$ cat src/mtsg_pkg.sv
// Shared constants, command and status types, and word functions for the
// MT19937 seeded generator. No dependencies.
`default_nettype none

package mtsg_pkg;

    localparam int unsigned WORDS  = 624;
    localparam int unsigned SHIFT  = 397;
    localparam int unsigned IDX_W  = 10;
    localparam int unsigned SEED_W = 14;
    localparam int unsigned DATA_W = 32;
    localparam int unsigned M_TDATA_W = 48;
    localparam int unsigned M_PAD_W   = M_TDATA_W - DATA_W - SEED_W;

    localparam logic [IDX_W-1:0] IDX_LAST     = IDX_W'(WORDS - 1);
    localparam logic [IDX_W-1:0] IDX_FULL     = IDX_W'(WORDS);
    localparam logic [IDX_W-1:0] IDX_UNSEEDED = IDX_W'(WORDS + 1);
    localparam logic [IDX_W-1:0] IDX_SHIFT    = IDX_W'(SHIFT);
    localparam logic [IDX_W-1:0] IDX_WRAP     = IDX_W'(WORDS - SHIFT);

    localparam logic [DATA_W-1:0] TWIST_XOR = 32'h9908_b0df;
    localparam logic [DATA_W-1:0] INIT_MUL = 32'd1812433253;
    localparam logic [DATA_W-1:0] TEMPER_B = 32'h9d2c_5680;
    localparam logic [DATA_W-1:0] TEMPER_C = 32'hefc6_0000;

    localparam logic [SEED_W-1:0] SEED_MAX     = 14'd9999;
    localparam logic [SEED_W-1:0] DEFAULT_SEED = 14'd5489;

    localparam logic MODE_NEXT   = 1'b0;
    localparam logic MODE_RESEED = 1'b1;

    typedef struct packed {
        logic              reseed;
        logic [SEED_W-1:0] seed;
    } cmd_t;

    typedef struct packed {
        logic full;
        logic empty;
    } fifo_stat_t;

    typedef struct packed {
        logic [IDX_W-1:0]  word_index;
        logic [SEED_W-1:0] last_seed;
    } back_stat_t;

    // Output tempering of one state word.
    function automatic logic [DATA_W-1:0] temper(input logic [DATA_W-1:0] w);
        logic [DATA_W-1:0] y;
        y = w;
        y = y ^ (y >> 11);
        y = y ^ ((y << 7) & TEMPER_B);
        y = y ^ ((y << 15) & TEMPER_C);
        y = y ^ (y >> 18);
        return y;
    endfunction

    // New value of word k from old word k, word k+1 and word k+397.
    function automatic logic [DATA_W-1:0] twist_word(input logic [DATA_W-1:0] cur,
                                                     input logic [DATA_W-1:0] nxt,
                                                     input logic [DATA_W-1:0] far);
        logic [DATA_W-1:0] y;
        y = {cur[DATA_W-1], nxt[DATA_W-2:0]};
        return far ^ (y >> 1) ^ (y[0] ? TWIST_XOR : '0);
    endfunction

endpackage

`default_nettype wire

$ cat src/mtsg_front.sv
// Input side of the generator: takes beats, classifies them and clamps the seed.
// Depends on mtsg_pkg.
`default_nettype none

module mtsg_front (
    input  wire logic                s_tvalid,
    output logic                     s_tready,
    input  wire logic [31:0]         s_tdata,
    input  wire logic                s_tuser,
    input  wire mtsg_pkg::fifo_stat_t fifo_stat,
    output logic                     push,
    output mtsg_pkg::cmd_t           push_cmd
);

    assign s_tready = !fifo_stat.full;
    assign push     = s_tvalid && !fifo_stat.full;

    always_comb begin
        push_cmd.reseed = (s_tuser == mtsg_pkg::MODE_RESEED);
        // Seeds above the limit saturate.
        if (s_tdata > 32'(mtsg_pkg::SEED_MAX)) begin
            push_cmd.seed = mtsg_pkg::SEED_MAX;
        end else begin
            push_cmd.seed = s_tdata[mtsg_pkg::SEED_W-1:0];
        end
    end

endmodule

`default_nettype wire

$ cat config.mk
export PLATFORM = sky130hd
export DESIGN_NAME = mtsg_front
export DESIGN_NICKNAME = d
export VERILOG_FILES = /design/src/mtsg_pkg.sv /design/src/mtsg_front.sv
export SDC_FILE = /design/constraint.sdc
export NUM_CORES = 1
export LEC_CHECK = 0
export BUFFER_PORTS_ARGS = -buffer_cell sky130_fd_sc_hd__buf_4
export CAP_MARGIN = 25
export CORE_AREA = 2 2 39 41
export DETAILED_ROUTE_END_ITERATION = 7
export DIE_AREA = 0 0 41 43
export PLACE_DENSITY = 0.67
export SLEW_MARGIN = 20
export SYNTH_ARGS = -nofsm -noshare
export SYNTH_HDL_FRONTEND = slang
export SYNTH_SLANG_ARGS = --single-unit
$ cat constraint.sdc
create_clock -name vclk -period 1.7
set_clock_uncertainty 0.05 [all_clocks]
set_input_delay 0.34 -clock vclk [all_inputs]
set_output_delay 0.34 -clock vclk [all_outputs]
set_load 0.05 [all_outputs]
Word level (Yosys, flattened, before mapping) --
Cells that the tools add are included.
Storage, ports and cells: register bits 0, bits in latches 0, RAM bits 0, memory bits (read-only) 0, input port bits 36, output and inout bits 17, word-level logic and storage cells 4, memories kept 0
Cells by class: add/subtract/negate cells 0, $mul 0, div/mod/pow operators 0, $lt $le $gt $ge 1, eq/ne operators 0, shift-type cells 0, multiplexer cells 1, bitwise gates (word level) 0, reduce and logical (&&, ||, !) cells 2
Operators by type and width (count):
- > comparator 32 x 14 -> 1 bit, second input constant | 1
- 2-to-1 mux 14 bit | 1
- logical AND 1 bit | 1
- logical NOT 1 bit | 1

Depth between registers and ports, before layout --
depth after elaboration 2, depth in mapped cells 4, gate-level depth less buffers 3

Worst setup path before layout --
No wires, ideal clock.
path kind input to output, from input port s_tdata[27], to output port push_cmd[0] (netlist name), data arrival time 1679 ps, data required time 1310 ps, path slack -369 ps, cell stages on the path 4, buffers on the path 1, cell sequence or4_4 nor3_4 buf_6 nand4b_1
RTL lines:
- from (decl) | line mtsg_front.sv:8 | input wire logic [31:0] s_tdata,
- to (decl) | line mtsg_front.sv:12 | output mtsg_pkg::cmd_t push_cmd

==> results by group <==
Logic synthesis
  – Synth warn: 0
  – Yosys cell types: 17
  – Syn Std Cell Area: between 200 and 250 um2
  – Mean Syn Cell Area: 7.924 um2
  – Syn Nets: between 60 and 70
  – Sequential fraction of the synthesis area: 0%
  – Post-Synthesis Cells: 30

Timing
  – Final hold slack: roughly 0.63 ns
  – PnR worst setup slack: -0.3436 ns
  – Max Freq: just under 0.5 GHz
  – Worst-Margin Slew: roughly 0.22 ns
  – Pins Over Slew Limit: 0
  – Count of final hold-check violations: 0
  – RSZ-0062 raised after global routing: yes
  – Tcrit/Tclk final: 120.2%
  – # setup viols final: 14
  – Min cycle time layout: 2.044 ns
  – Max-Slew Margin vs Limit: between 80% and 90%

Run status
  – Status: finished with violations
  – Violated checks: setup timing

Die
  – Initial Utilization: about 17%
  – # rows: 14
  – Core region area: around 1400 um2
  – Die W: approximately 41 um
  – Chip Height: approximately 43 um
  – Die area: 1763 um2
  – IO Pins: 53

Placed design
  – Post-Place Worst Slack: -0.3843 ns
  – Post-DP HPWL: around 950 um
  – Final Wtd Congestion: between 0.6 and 0.7
  – IO Port Bufs: 50

Layout
  – Sequential cell count: 0
  – Antenna Cells: 0
  – Commonest cells after routing, fill and taps aside: 49 x buf_4, 6 x nand4b_1, 6 x buf_6
  – # clk buffers: 0
  – Fraction of layout cells with a size suffix above 1: approximately four fifths
  – Register Area: 0 um2
  – Area grow syn2layout: 184.2%
  – Net count, final: 119
  – Commonest non-fill, non-tap cell in the layout: buf_4

Power
  – Power Density: between 100 and 150 nW/um2
  – Leakage power: approximately 0.32 nW
  – Worst vdd ir: 0.09040 mV

Routing
  – Vias per cell: 4.804
  – Vias: 466
  – Remaining antenna violation count: 0
  – DR pass1 iterations: 4
  – Iteration-0 DRC Markers: 5
  – # DRC: 0
  – Final wirelength: 1.075 mm
  – DR WL/cell: 11.08 um

Global routing
  – Initial antenna violation count: 0
  – Largest net degree at the start of global routing: 11
  – First-pass GRT wire length: about 1.4 mm
  – GR Util All Layers: a little over a tenth
  – Vias in the first global route: 375
  – Gr ovfl total: 0

Setup path
  – Crit Path Category: in2out
  – CP Capture Type: primary output
  – WP data required: around 1.3 ns
  – Worst-path fanout max: 10
  – CP startpoint kind: primary input
  – Critical path arrival: 1.65 ns

Clock network
  – Post-CTS Setup Inserts: 0

Flow run
  – Max-cap viol count: 0

Worst hold path
  – HP Class: in2out
[final cells by class]
class	count	area, um2
fill	146	708.2
timing repair buffer	55	435.4
multi-input combinational	25	216.5
tap	16	20.02
inverter	1	3.754
[layer usage]
metal / track usage, % / vias to the layer above / routed length [um]
met3: 1.047 / 0 / 129
li1: - / 230 / -
met4: 1.333 / 0 / 0
met5: 0 / - / 0
met1: 10.13 / 209 / 336
met2: 21.88 / 27 / 609
[metrics by stage]
step                      area (um2)  TNS (ns)  instances  power (mW)  utilization [%]
after floorplan                240.2    -3.803         30     0.02539                -
after global placement         645.6    -4.362         97     0.08790            46.65
after detailed placement       645.6    -4.607         97     0.08949            46.65
after CTS                      668.1    -4.525         97     0.08966            48.28
after global routing           675.6    -4.979         97     0.09618            48.82
final                          675.6    -4.292         97     0.08957            48.82
[cells in the mapped netlist, types with 2 or more instances]
cell	instances	area share [%]
nor4_1	4	11
and3_1	2	5.3
nand3b_1	2	6.3
and4_2	4	17
nand4b_1	6	22
[worst paths after layout]
path | start | end | slack (ns) | depth (start not counted)
min | s_tuser | push_cmd[14] | 0.63 | 0
max | s_tdata[27] | push_cmd[12] | -0.34 | 6
[worst max-delay path, cell delays in order]
cell    delay [ns]
buf_4         0.11
or4_4         0.53
nor3_4        0.14
buf_4         0.18
and3_2        0.20
buf_6         0.15
[power by group]
part	switching [mW]	internal, mW
clock network	0	0
registers	0	0
logic	0.0287	0.0609
[cells by family after synthesis]
group	count (synthesis)	share of synthesized area (%)
buffers and inverters	5	13.15
AND/OR/NAND/NOR	24	84.74
AO/OA/AOI/OAI	1	2.103
[timing repair]
item,in CTS,in global routing
gates resized for setup,6,2
setup endpoints to repair,14,14
hold buffers,0,0
No activity file was read; power rests on OpenSTA's default activity.
