[src/mtsg_pkg.sv]
// Shared constants, command and status types, and word functions for the
// MT19937 seeded generator. No dependencies.
`default_nettype none

package mtsg_pkg;

    localparam int unsigned WORDS  = 624;
    localparam int unsigned SHIFT  = 397;
    localparam int unsigned IDX_W  = 10;
    localparam int unsigned SEED_W = 14;
    localparam int unsigned DATA_W = 32;
    localparam int unsigned M_TDATA_W = 48;
    localparam int unsigned M_PAD_W   = M_TDATA_W - DATA_W - SEED_W;

    localparam logic [IDX_W-1:0] IDX_LAST     = IDX_W'(WORDS - 1);
    localparam logic [IDX_W-1:0] IDX_FULL     = IDX_W'(WORDS);
    localparam logic [IDX_W-1:0] IDX_UNSEEDED = IDX_W'(WORDS + 1);
    localparam logic [IDX_W-1:0] IDX_SHIFT    = IDX_W'(SHIFT);
    localparam logic [IDX_W-1:0] IDX_WRAP     = IDX_W'(WORDS - SHIFT);

    localparam logic [DATA_W-1:0] TWIST_XOR = 32'h9908_b0df;
    localparam logic [DATA_W-1:0] INIT_MUL = 32'd1812433253;
    localparam logic [DATA_W-1:0] TEMPER_B = 32'h9d2c_5680;
    localparam logic [DATA_W-1:0] TEMPER_C = 32'hefc6_0000;

    localparam logic [SEED_W-1:0] SEED_MAX     = 14'd9999;
    localparam logic [SEED_W-1:0] DEFAULT_SEED = 14'd5489;

    localparam logic MODE_NEXT   = 1'b0;
    localparam logic MODE_RESEED = 1'b1;

    typedef struct packed {
        logic              reseed;
        logic [SEED_W-1:0] seed;
    } cmd_t;

    typedef struct packed {
        logic full;
        logic empty;
    } fifo_stat_t;

    typedef struct packed {
        logic [IDX_W-1:0]  word_index;
        logic [SEED_W-1:0] last_seed;
    } back_stat_t;

    // Output tempering of one state word.
    function automatic logic [DATA_W-1:0] temper(input logic [DATA_W-1:0] w);
        logic [DATA_W-1:0] y;
        y = w;
        y = y ^ (y >> 11);
        y = y ^ ((y << 7) & TEMPER_B);
        y = y ^ ((y << 15) & TEMPER_C);
        y = y ^ (y >> 18);
        return y;
    endfunction

    // New value of word k from old word k, word k+1 and word k+397.
    function automatic logic [DATA_W-1:0] twist_word(input logic [DATA_W-1:0] cur,
                                                     input logic [DATA_W-1:0] nxt,
                                                     input logic [DATA_W-1:0] far);
        logic [DATA_W-1:0] y;
        y = {cur[DATA_W-1], nxt[DATA_W-2:0]};
        return far ^ (y >> 1) ^ (y[0] ? TWIST_XOR : '0);
    endfunction

endpackage

`default_nettype wire

[src/mtsg_cmd_fifo.sv]
// Two-entry command queue between the input side and the generator engine.
// Depends on mtsg_pkg.
`default_nettype none

module mtsg_cmd_fifo (
    input  wire logic                 aclk,
    input  wire logic                 aresetn,
    input  wire logic                 push,
    input  wire mtsg_pkg::cmd_t       push_cmd,
    input  wire logic                 pop,
    output mtsg_pkg::cmd_t            pop_cmd,
    output mtsg_pkg::fifo_stat_t      stat
);

    mtsg_pkg::cmd_t entries_reg [2];
    logic       wr_ptr_reg, wr_ptr_next;
    logic       rd_ptr_reg, rd_ptr_next;
    logic [1:0] count_reg, count_next;

    assign stat.full  = (count_reg == 2'd2);
    assign stat.empty = (count_reg == 2'd0);
    assign pop_cmd    = entries_reg[rd_ptr_reg];

    always_comb begin
        wr_ptr_next = wr_ptr_reg;
        rd_ptr_next = rd_ptr_reg;
        count_next  = count_reg;
        if (push) begin
            wr_ptr_next = !wr_ptr_reg;
        end
        if (pop) begin
            rd_ptr_next = !rd_ptr_reg;
        end
        if (push && !pop) begin
            count_next = count_reg + 2'd1;
        end else if (pop && !push) begin
            count_next = count_reg - 2'd1;
        end
    end

    always_ff @(posedge aclk) begin
        if (!aresetn) begin
            wr_ptr_reg <= 1'b0;
            rd_ptr_reg <= 1'b0;
            count_reg  <= 2'd0;
        end else begin
            wr_ptr_reg <= wr_ptr_next;
            rd_ptr_reg <= rd_ptr_next;
            count_reg  <= count_next;
        end
    end

    always_ff @(posedge aclk) begin
        if (push) begin
            entries_reg[wr_ptr_reg] <= push_cmd;
        end
    end

endmodule

`default_nettype wire

[config.mk]
export PLATFORM = sky130hd
export DESIGN_NAME = mtsg_cmd_fifo
export DESIGN_NICKNAME = d
export VERILOG_FILES = /design/src/mtsg_pkg.sv /design/src/mtsg_cmd_fifo.sv
export SDC_FILE = /design/constraint.sdc
export NUM_CORES = 1
export LEC_CHECK = 0
export ABC_AREA = 1
export BUFFER_PORTS_ARGS = -buffer_cell sky130_fd_sc_hd__buf_2
export CORE_AREA = 2 2 55 57
export DETAILED_ROUTE_END_ITERATION = 6
export DIE_AREA = 0 0 57 59
export GPL_ROUTABILITY_DRIVEN = 1
export PLACE_DENSITY = 0.76
export SLEW_MARGIN = 15
export SYNTH_ARGS = -nofsm -noshare
export SYNTH_HDL_FRONTEND = slang
export SYNTH_SLANG_ARGS = --single-unit
export TNS_END_PERCENT = 5
[constraint.sdc]
create_clock -name aclk -period 1.95 [get_ports aclk]
set_input_delay 0.0975 -clock aclk [delete_from_list [all_inputs] [get_ports aclk]]
set_output_delay 0.0975 -clock aclk [all_outputs]
set_load 0.05 [all_outputs]
## Yosys cells after proc, flatten, opt, wreduce, memory -nomap -nowiden

Memory sizes are Yosys's and may differ from the RTL's. A register that Yosys moved wholly into a read port is not among the register bits.
Cells that the tools add are included.

| operators by class | value |
|---|---|
| $add $sub $neg | 2 |
| muxes and demuxes | 6 |
| reductions and logical operators | 8 |
| equal/unequal tests | 1 |

Operators by type and width:

| cell | number |
|---|---|
| $logic_not A1 Y1 | 4 |
| $mux W1 | 4 |
| $mux W2 | 2 |
| $add A2 B1 Y2 const B | 1 |
| $eq A2 B2 Y1 const B | 1 |
| $logic_and A1 B1 Y1 | 2 |
| $logic_not A2 Y1 | 1 |
| $reduce_bool A2 Y1 | 1 |
| $sub A2 B1 Y2 const B | 1 |

| storage, ports and cells | value |
|---|---|
| input bits | 19 |
| memories | 1 |
| word-level logic and storage cells | 21 |
| output and inout bits | 17 |
| register bits after elaboration | 4 |
| memory bits (writable) | 30 |

Memory list:

| name | words | width | read ports | clocked after memory_dff | wr ports | RTL line | source |
|---|---|---|---|---|---|---|---|
| entries_reg | 2 | 15 | 1 | 1 | 1 | mtsg_cmd_fifo.sv:15 | `mtsg_pkg::cmd_t entries_reg [2];` |

## Logic depth before layout (Yosys ltp)

Gate-level depths: netlist (run 1).

| depth | value |
|---|---|
| depth after elaboration | 4 |
| depth in mapped cells | 8 |

## Least setup slack after synthesis (run 1)

Ideal clock, no wire load.

| timing | value |
|---|---|
| kind | register to register |
| start point | reg wr_ptr_reg |
| end point | mem entries_reg[0][0] (netlist name), enable pin |
| path buffers | 0 |
| stages on the path, launching flop included | 2 |
| slack | 0.587 ns |
| arrival time | 0.977 ns |
| data required time | 1.563 ns |
| cells stage by stage | dfxtp_1 nor2_1 |

RTL lines:

| what | RTL line | source |
|---|---|---|
| start: declaration | mtsg_cmd_fifo.sv:16 | `logic wr_ptr_reg, wr_ptr_next;` |
| start signal: assignment | mtsg_cmd_fifo.sv:47 | `wr_ptr_reg <= wr_ptr_next;` |
| end: declaration | mtsg_cmd_fifo.sv:15 |  |

No word-level cell before the write port.

==> results by group, run 1 <==
Hold path
  • Worst hold endpoint: count_reg[1]
  • Worst min-delay path class: in2reg
  • Hold Path Origin: aresetn
  • Worst hold stages: 3

Synth
  • Yosys reg bits: 35
  • Synth unique cells: 14
  • Avg Inst Size Synth: 16.7 um^2
  • Cells after Synth: ~80
  • Mapped Area: about 0.0014 mm^2
  • Synth warn: 0
  • Sequential fraction of the synthesis area: between 70 and 80%
  • Post-synth net total: slightly above 100

Cells and area
  • Layout filler cell count: 209
  • Number of antenna diodes: 0
  • Layout cells sized above 1: 40.7%
  • Utilization after layout: between 60% and 70%
  • # nets final: 159
  • Max reg flops: 30
  • Synthesis-to-finish area growth: 29.0%

Setup path
  • CP max stage cell: dfxtp_1
  • Critical path depth in cells: 3
  • Crit Path Max Fanout: 10
  • Reg2reg end: entries_reg[0][2]
  • CP Cell Sequence: buf_4 > mux2_4 > buf_2
  • Reg2reg path depth: 2
  • Reg-to-reg startpoint: wr_ptr_reg
  • Crit. End Element: output pin
  • CP delay by family, top: buffers and inverters
  • Register-to-Register Setup Slack: 0.65 ns
  • Critical Path Max Stage Delay: about 0.47 ns
  • Worst path buffer plus inverter count: 2
  • Required time worst endpoint: approximately 1.9 ns
  • Worst Path Arrival: around 1.6 ns
  • CP Launch Type: flop
  • Critical path type: reg2out

CTS
  • Clock Latency Late Sink: around 0.33 ns
  • H-tree levels: 2
  • CTS Sinks: 35
  • Clock slew seen by the registers of the worst setup and hold paths: approximately 0.09 ns
  • Max clock buf depth: 2
  • Num CTS Buffers: 5
  • Clk Tree Root Cell: clkbuf_4
  • Post-cts sizing count: 0
  • CTS tree: built

Global routing
  • GRT overflow: 0
  • Gr usage total: ~14%
  • First-pass GRT wire length: 3390 um
  • Initial antenna violation count: 0
  • Vias in the first global route: slightly above 800
  • Largest net degree at the start of global routing: 16

Timing
  • Total negative slack: 0 ns
  • Hold slack final: 0.0273 ns
  • Fin crit period: roughly 1.7 ns
  • Crit share post-route: about 87%
  • RSZ-0062 raised after global routing: false
  • Least-Margin Pin Slew: between 0.5 and 0.6 ns
  • # setup viols final: 0
  • Final Hold Vio Count: 0
  • Max Slew Vio Count: 0
  • Worst relative slew slack: between 60 and 70%
  • Skew final: roughly 0.0048 ns
  • FMAX: 592 MHz

Pwr
  • Leakage Power: approximately 0.75 nW
  • Power per Cell Area: roughly 860 mW/mm^2
  • Maximum VDD drop: 0.000654 V

Place
  • HPWL after detailed placement: 1530 um
  • Port Buf Inserts: 35
  • GPL Wtd Cong: around 0.66

Route
  • WL/cell: roughly 13 um
  • Via-to-Cell Ratio: between 4 and 5
  • Routed WL: 2170 um
  • Via count: between 800 and 900
  • Initial DRC count: 15
  • Detail Route Antenna Nets: 0
  • Drt first pass iters: 4
  • # DRC: 0

Run
  • Maxcap violations: 0

Floorplanning
  • Die Ht: between 50 and 60 um
  • I/O pins: 36
  • Row cnt: 19
  • Die area: around 0.0034 mm^2
  • Chip width: between 50 and 60 um
  • Initial Util: about half
  • Core area: approximately 0.0027 mm^2

Run status
  • Status: completed
==> metal layers <==
metal  routed length [um]  track usage (%)
met1                  811             14.1
met2                 1150             26.1
met3                  156             4.59
met4                   51             9.97
met5                    0                0
==> layout by cell type, fill, tap and decap left out, drive strengths merged <==
cell type    Yosys  layout
buf              2      37
edfxtp          30      30
dlygate4sd3      0      15
mux2            15      15
nor2             9       9
inv              8       8
nand2            8       8
clkbuf           0       6
dfxtp            5       5
clkinv           0       2
o21ai            1       1
a21oi            1       1
nand3            1       1
nand4            1       1
ha               1       1
==> synthesized netlist by cell type <==
cell | instances | area [um^2]
mux2_2 | 5 | 56.3
mux2_4 | 10 | 150
inv_1 | 8 | 30.0
buf_12 | 1 | 20.0
a21oi_1 | 1 | 5.00
nor2_1 | 9 | 33.8
nand2_1 | 8 | 30.0
ha_1 | 1 | 12.5
buf_6 | 1 | 11.3
nand4_1 | 1 | 6.26
o21ai_0 | 1 | 5.00
nand3_1 | 1 | 5.00
edfxtp_1 | 30 | 901
dfxtp_1 | 5 | 100
==> worst max path at each step <==
| stage | startpoint | end | slack (ns) |
|---|---|---|---|
| 2_1_floorplan | wr_ptr_reg | entries_reg[0][0] | 0.59 |
| 3_3_place_gp | flop | pop_cmd[10] | 0.63 |
| 3_5_place_dp | flop | pop_cmd[8] | 0.62 |
| 4_1_cts | flop | pop_cmd[8] | 0.25 |
| 5_1_grt | flop | pop_cmd[8] | 0.18 |
| 6_report | flop | pop_cmd[8] | 0.26 |
==> per-stage QoR <==
step	instances	power [W]	setup slack (ns)	area, um^2
after floorplan	82	0.00111	0.587	1370
after global placement	148	0.00117	0.628	1560
after detailed placement	148	0.00118	0.618	1560
after CTS	171	0.00155	0.247	1760
after global routing	171	0.00159	0.181	1760
final	171	0.00152	0.261	1760
==> cell families (layout without fill, tap and decap cells) <==
| kind of cell | Yosys count | count (layout) | share of synthesized area, % |
|---|---|---|---|
| AO/OA/AOI/OAI | 2 | 2 | 0.732 |
| adder cells (fa/ha/maj) | 1 | 1 | 0.916 |
| buffers and inverters | 10 | 68 | 4.49 |
| flip-flops | 35 | 35 | 73.3 |
| multiplexers | 15 | 15 | 15.1 |
| AND/OR/NAND/NOR | 19 | 19 | 5.49 |
==> tightest hold or removal path: stages <==
cell and delay (ns):
buf_2 0.12, nand2_1 0.07, nor2_1 0.03
==> repair_timing <==
action,CTS,global route
buffers inserted,0,0
hold buffers,15,0
endpoints found under the hold margin,30,0
==> power by group <==
| part | switching, W | internal, W | total, W |
|---|---|---|---|
| clock network | 0.000210 | 0.000133 | 0.000343 |
| registers | 0.0000172 | 0.000859 | 0.000876 |
| logic | 0.000196 | 0.000109 | 0.000304 |
| total | 0.000422 | 0.00110 | 0.00152 |
==> cell type report <==
class                   instances  area [um^2]  share of cell area [%]
well taps                      31         38.8                    2.20
multi-input cells              37          304                    17.2
clock buffers                   6         41.3                    2.34
flip-flops and latches         35         1000                    56.8
clock inverters                 2         7.51                   0.426
inverters                       8         30.0                    1.70
repair buffers                 52          340                    19.3
(Power assumes the default switching activity.)
==> inputs of run 2 (changes only) <==
--- a/config.mk
+++ b/config.mk
@@ -7,11 +7,13 @@
 export LEC_CHECK = 0
 export ABC_AREA = 1
 export BUFFER_PORTS_ARGS = -buffer_cell sky130_fd_sc_hd__buf_2
-export CORE_AREA = 2 2 55 57
+export CELL_PAD_IN_SITES_DETAIL_PLACEMENT = 1
+export CELL_PAD_IN_SITES_GLOBAL_PLACEMENT = 2
+export CORE_AREA = 2 2 66 68
 export DETAILED_ROUTE_END_ITERATION = 6
-export DIE_AREA = 0 0 57 59
+export DIE_AREA = 0 0 68 70
 export GPL_ROUTABILITY_DRIVEN = 1
-export PLACE_DENSITY = 0.76
+export PLACE_DENSITY_LB_ADDON = 0.1
 export SLEW_MARGIN = 15
 export SYNTH_ARGS = -nofsm -noshare
 export SYNTH_HDL_FRONTEND = slang
==> run 2 against run 1 <==
Clock skew shrank 0.0011 ns. Non-clock buffer count shrank 11. Register-to-register slack better by 0.04 ns. Critical endpoint is now pop_cmd[11].
==> results by group, run 2 (same netlist as run 1, synthesis figures left out) <==
Setup path
  • Crit Path Max Fanout: 8 (-2)
  • Reg2reg end: entries_reg[1][2]
  • Crit. End Element: output pin
  • Worst Path Arrival: 1.39 ns (-0.20 ns)
  • Required time worst endpoint: 1.85 ns (about the same)
  • Reg2reg path depth: 2 (unchanged)
  • Critical path type: reg2out
  • Register-to-Register Setup Slack: 0.69 ns (+0.04 ns)
  • CP Launch Type: flop
  • Reg-to-reg startpoint: wr_ptr_reg

Run
  • Maxcap violations: 0 (unchanged)

Route
  • # DRC: 0 (unchanged)
  • Via-to-Cell Ratio: 4.36 (-9.3%)
  • Detail Route Antenna Nets: 0 (unchanged)
  • Initial DRC count: 12 (-3)
  • WL/cell: 12.4 um (-2.5%)
  • Routed WL: 2240 um (+3.2%)
  • Drt first pass iters: 2 (-2)
  • Via count: 789 (-4.0%)

Cells and area
  • Number of antenna diodes: 0 (unchanged)
  • Max reg flops: 30 (unchanged)
  • Layout cells sized above 1: 46.5% (+5.8 points)
  • # nets final: 148 (-6.9%)
  • Most frequent cells in the layout: buf_2, edfxtp_1, mux2_4
  • Most common cell after layout, fill and taps aside: buf_2
  • Synthesis-to-finish area growth: 24.9%

Timing
  • Worst relative slew slack: 58.6% (-1.8 points)
  • Crit share post-route: 76.2% (-10 points)
  • Total negative slack: 0 ns (unchanged)
  • Skew final: 0.00366 ns (-0.00113 ns)
  • Final Hold Vio Count: 0 (unchanged)
  • RSZ-0062 raised after global routing: false
  • Max Slew Vio Count: 0 (unchanged)
  • # setup viols final: 0 (unchanged)
  • Hold slack final: 0.0111 ns (-0.0162 ns)
  • FMAX: 673 MHz (+14%)
  • Least-Margin Pin Slew: 0.620 ns (+0.0268 ns)
  • Fin crit period: 1.49 ns (-0.203 ns)

Pwr
  • Power per Cell Area: 963 mW/mm^2 (+11%)
  • Maximum VDD drop: 0.000469 V (-28%)
  • Leakage Power: 0.719 nW (-3.9%)
  • Clock power share: 29.0% (+6.5 points)
  • PnR Total Power: 0.00164 W (+7.9%)
  • Internal Power: 0.00121 W (+9.5%)
  • Flop pwr share: 53.2% (-4.3 points)
  • Combinational fraction of design power: 17.7% (-2.3 points)
  • Sw power: 0.000438 W (+3.6%)
  • Net Sw Frac: 26.6% (-1.1 points)

Global routing
  • GRT overflow: 0 (unchanged)
  • Vias in the first global route: 833 (+1.8%)
  • Gr usage total: 10.5% (-4.0 points)
  • First-pass GRT wire length: 3640 um (+7.1%)
  • Largest net degree at the start of global routing: 16 (unchanged)
  • Initial antenna violation count: 0 (unchanged)

Floorplanning
  • Die Ht: 70 um (+19%)
  • Chip width: 68 um (+19%)
  • Die area: 0.00476 mm^2 (+42%)
  • Core area: 0.00414 mm^2 (+53%)
  • Initial Util: 33.0% (-17 points)
  • I/O pins: 36 (unchanged)
  • Row cnt: 24 (+5)

Hold path
  • Hold Path Origin: push_cmd[14]
  • Worst min-delay path class: in2reg
  • Worst hold endpoint: entries_reg[0][14]
  • Worst hold stages: 1 (-2)

Run status
  • Status: completed

CTS
  • Num CTS Buffers: 5 (unchanged)
  • Clock Latency Late Sink: 0.27 ns (-0.06 ns)
  • Clk Tree Root Cell: clkbuf_8
  • Post-CTS setup buffer count: 0 (unchanged)
  • Clock slew seen by the registers of the worst setup and hold paths: 0.06 ns (-0.03 ns)
  • H-tree levels: 2 (unchanged)
  • CTS Sinks: 35 (unchanged)
  • Max clock buf depth: 2 (unchanged)
  • CTS tree: built

Place
  • Port Buf Inserts: 35 (unchanged)
  • GPL Wtd Cong: 0.648 (-1.8%)
  • HPWL after detailed placement: 1680 um (+9.6%)
## run 2: cell count changes in the layout (fill, tap and decap cells not counted)
cell           before  now
clkbuf_4            5    0
clkinv_2            0    1
dlygate4sd3_1      15    2
clkinv_1            2    0
clkbuf_8            0    5
buf_4               2    4
clkbuf_1            1    2
## run 2: area by class of cell
class | instances | area [um^2]
clock inverter | 1 | 5.00
sequential | 35 | 1000
inverter | 8 | 30.0
fill | 449 | 2440
tap | 52 | 65.1
clock buffer | 7 | 76.3
multi-input combinational | 37 | 304
timing repair buffer | 41 | 225
## run 2: power by group through the flow
stage,sequential (W),combinational [W],clock [W]
final,0.000875,0.000292,0.000477
after global routing,0.000879,0.000313,0.000524
after CTS,0.000876,0.000297,0.000498
after detailed placement,0.000892,0.000294,0
after global placement,0.000889,0.000290,0
after floorplan,0.000887,0.000227,0
## run 2: worst max path at each step
stage | cells past startpoint | slack [ns] | from | end
floorplan | 1 | 0.59 | wr_ptr_reg | entries_reg[0][0]
global placement | 2 | 0.71 | wr_ptr_reg | entries_reg[1][13]
detailed placement | 2 | 0.67 | wr_ptr_reg | entries_reg[1][8]
CTS | 3 | 0.44 | flop | pop_cmd[11]
global route | 3 | 0.41 | flop | pop_cmd[11]
finish | 3 | 0.46 | flop | pop_cmd[11]
## run 2: repair_timing
action                    in CTS  in global routing
resized for setup              0                  0
hold buffers                   2                  0
hold endpoints to repair       4                  0
## run 2: layer usage
metal	wire length [um]	global-route usage, %
met5	0	0
met4	38	5.33
met3	130	3.06
met2	1200	17.5
met1	868	11.8
## run 2: stage by stage
step                setup slack (ns)  util [%]  cells  cell area, um^2
finish                         0.464      41.2    181             1710
global route                   0.410      41.2    181             1710
CTS                            0.445      41.2    181             1710
detailed placement             0.667      38.7    171             1610
global placement               0.707      38.7    171             1610
floorplan                      0.587         -     82             1370
## run 2: worst max-delay path, stage by stage, from the launching register on
cell and delay, ns:
dfxtp_1 0.35, buf_4 0.20, mux2_2 0.35, buf_2 0.21
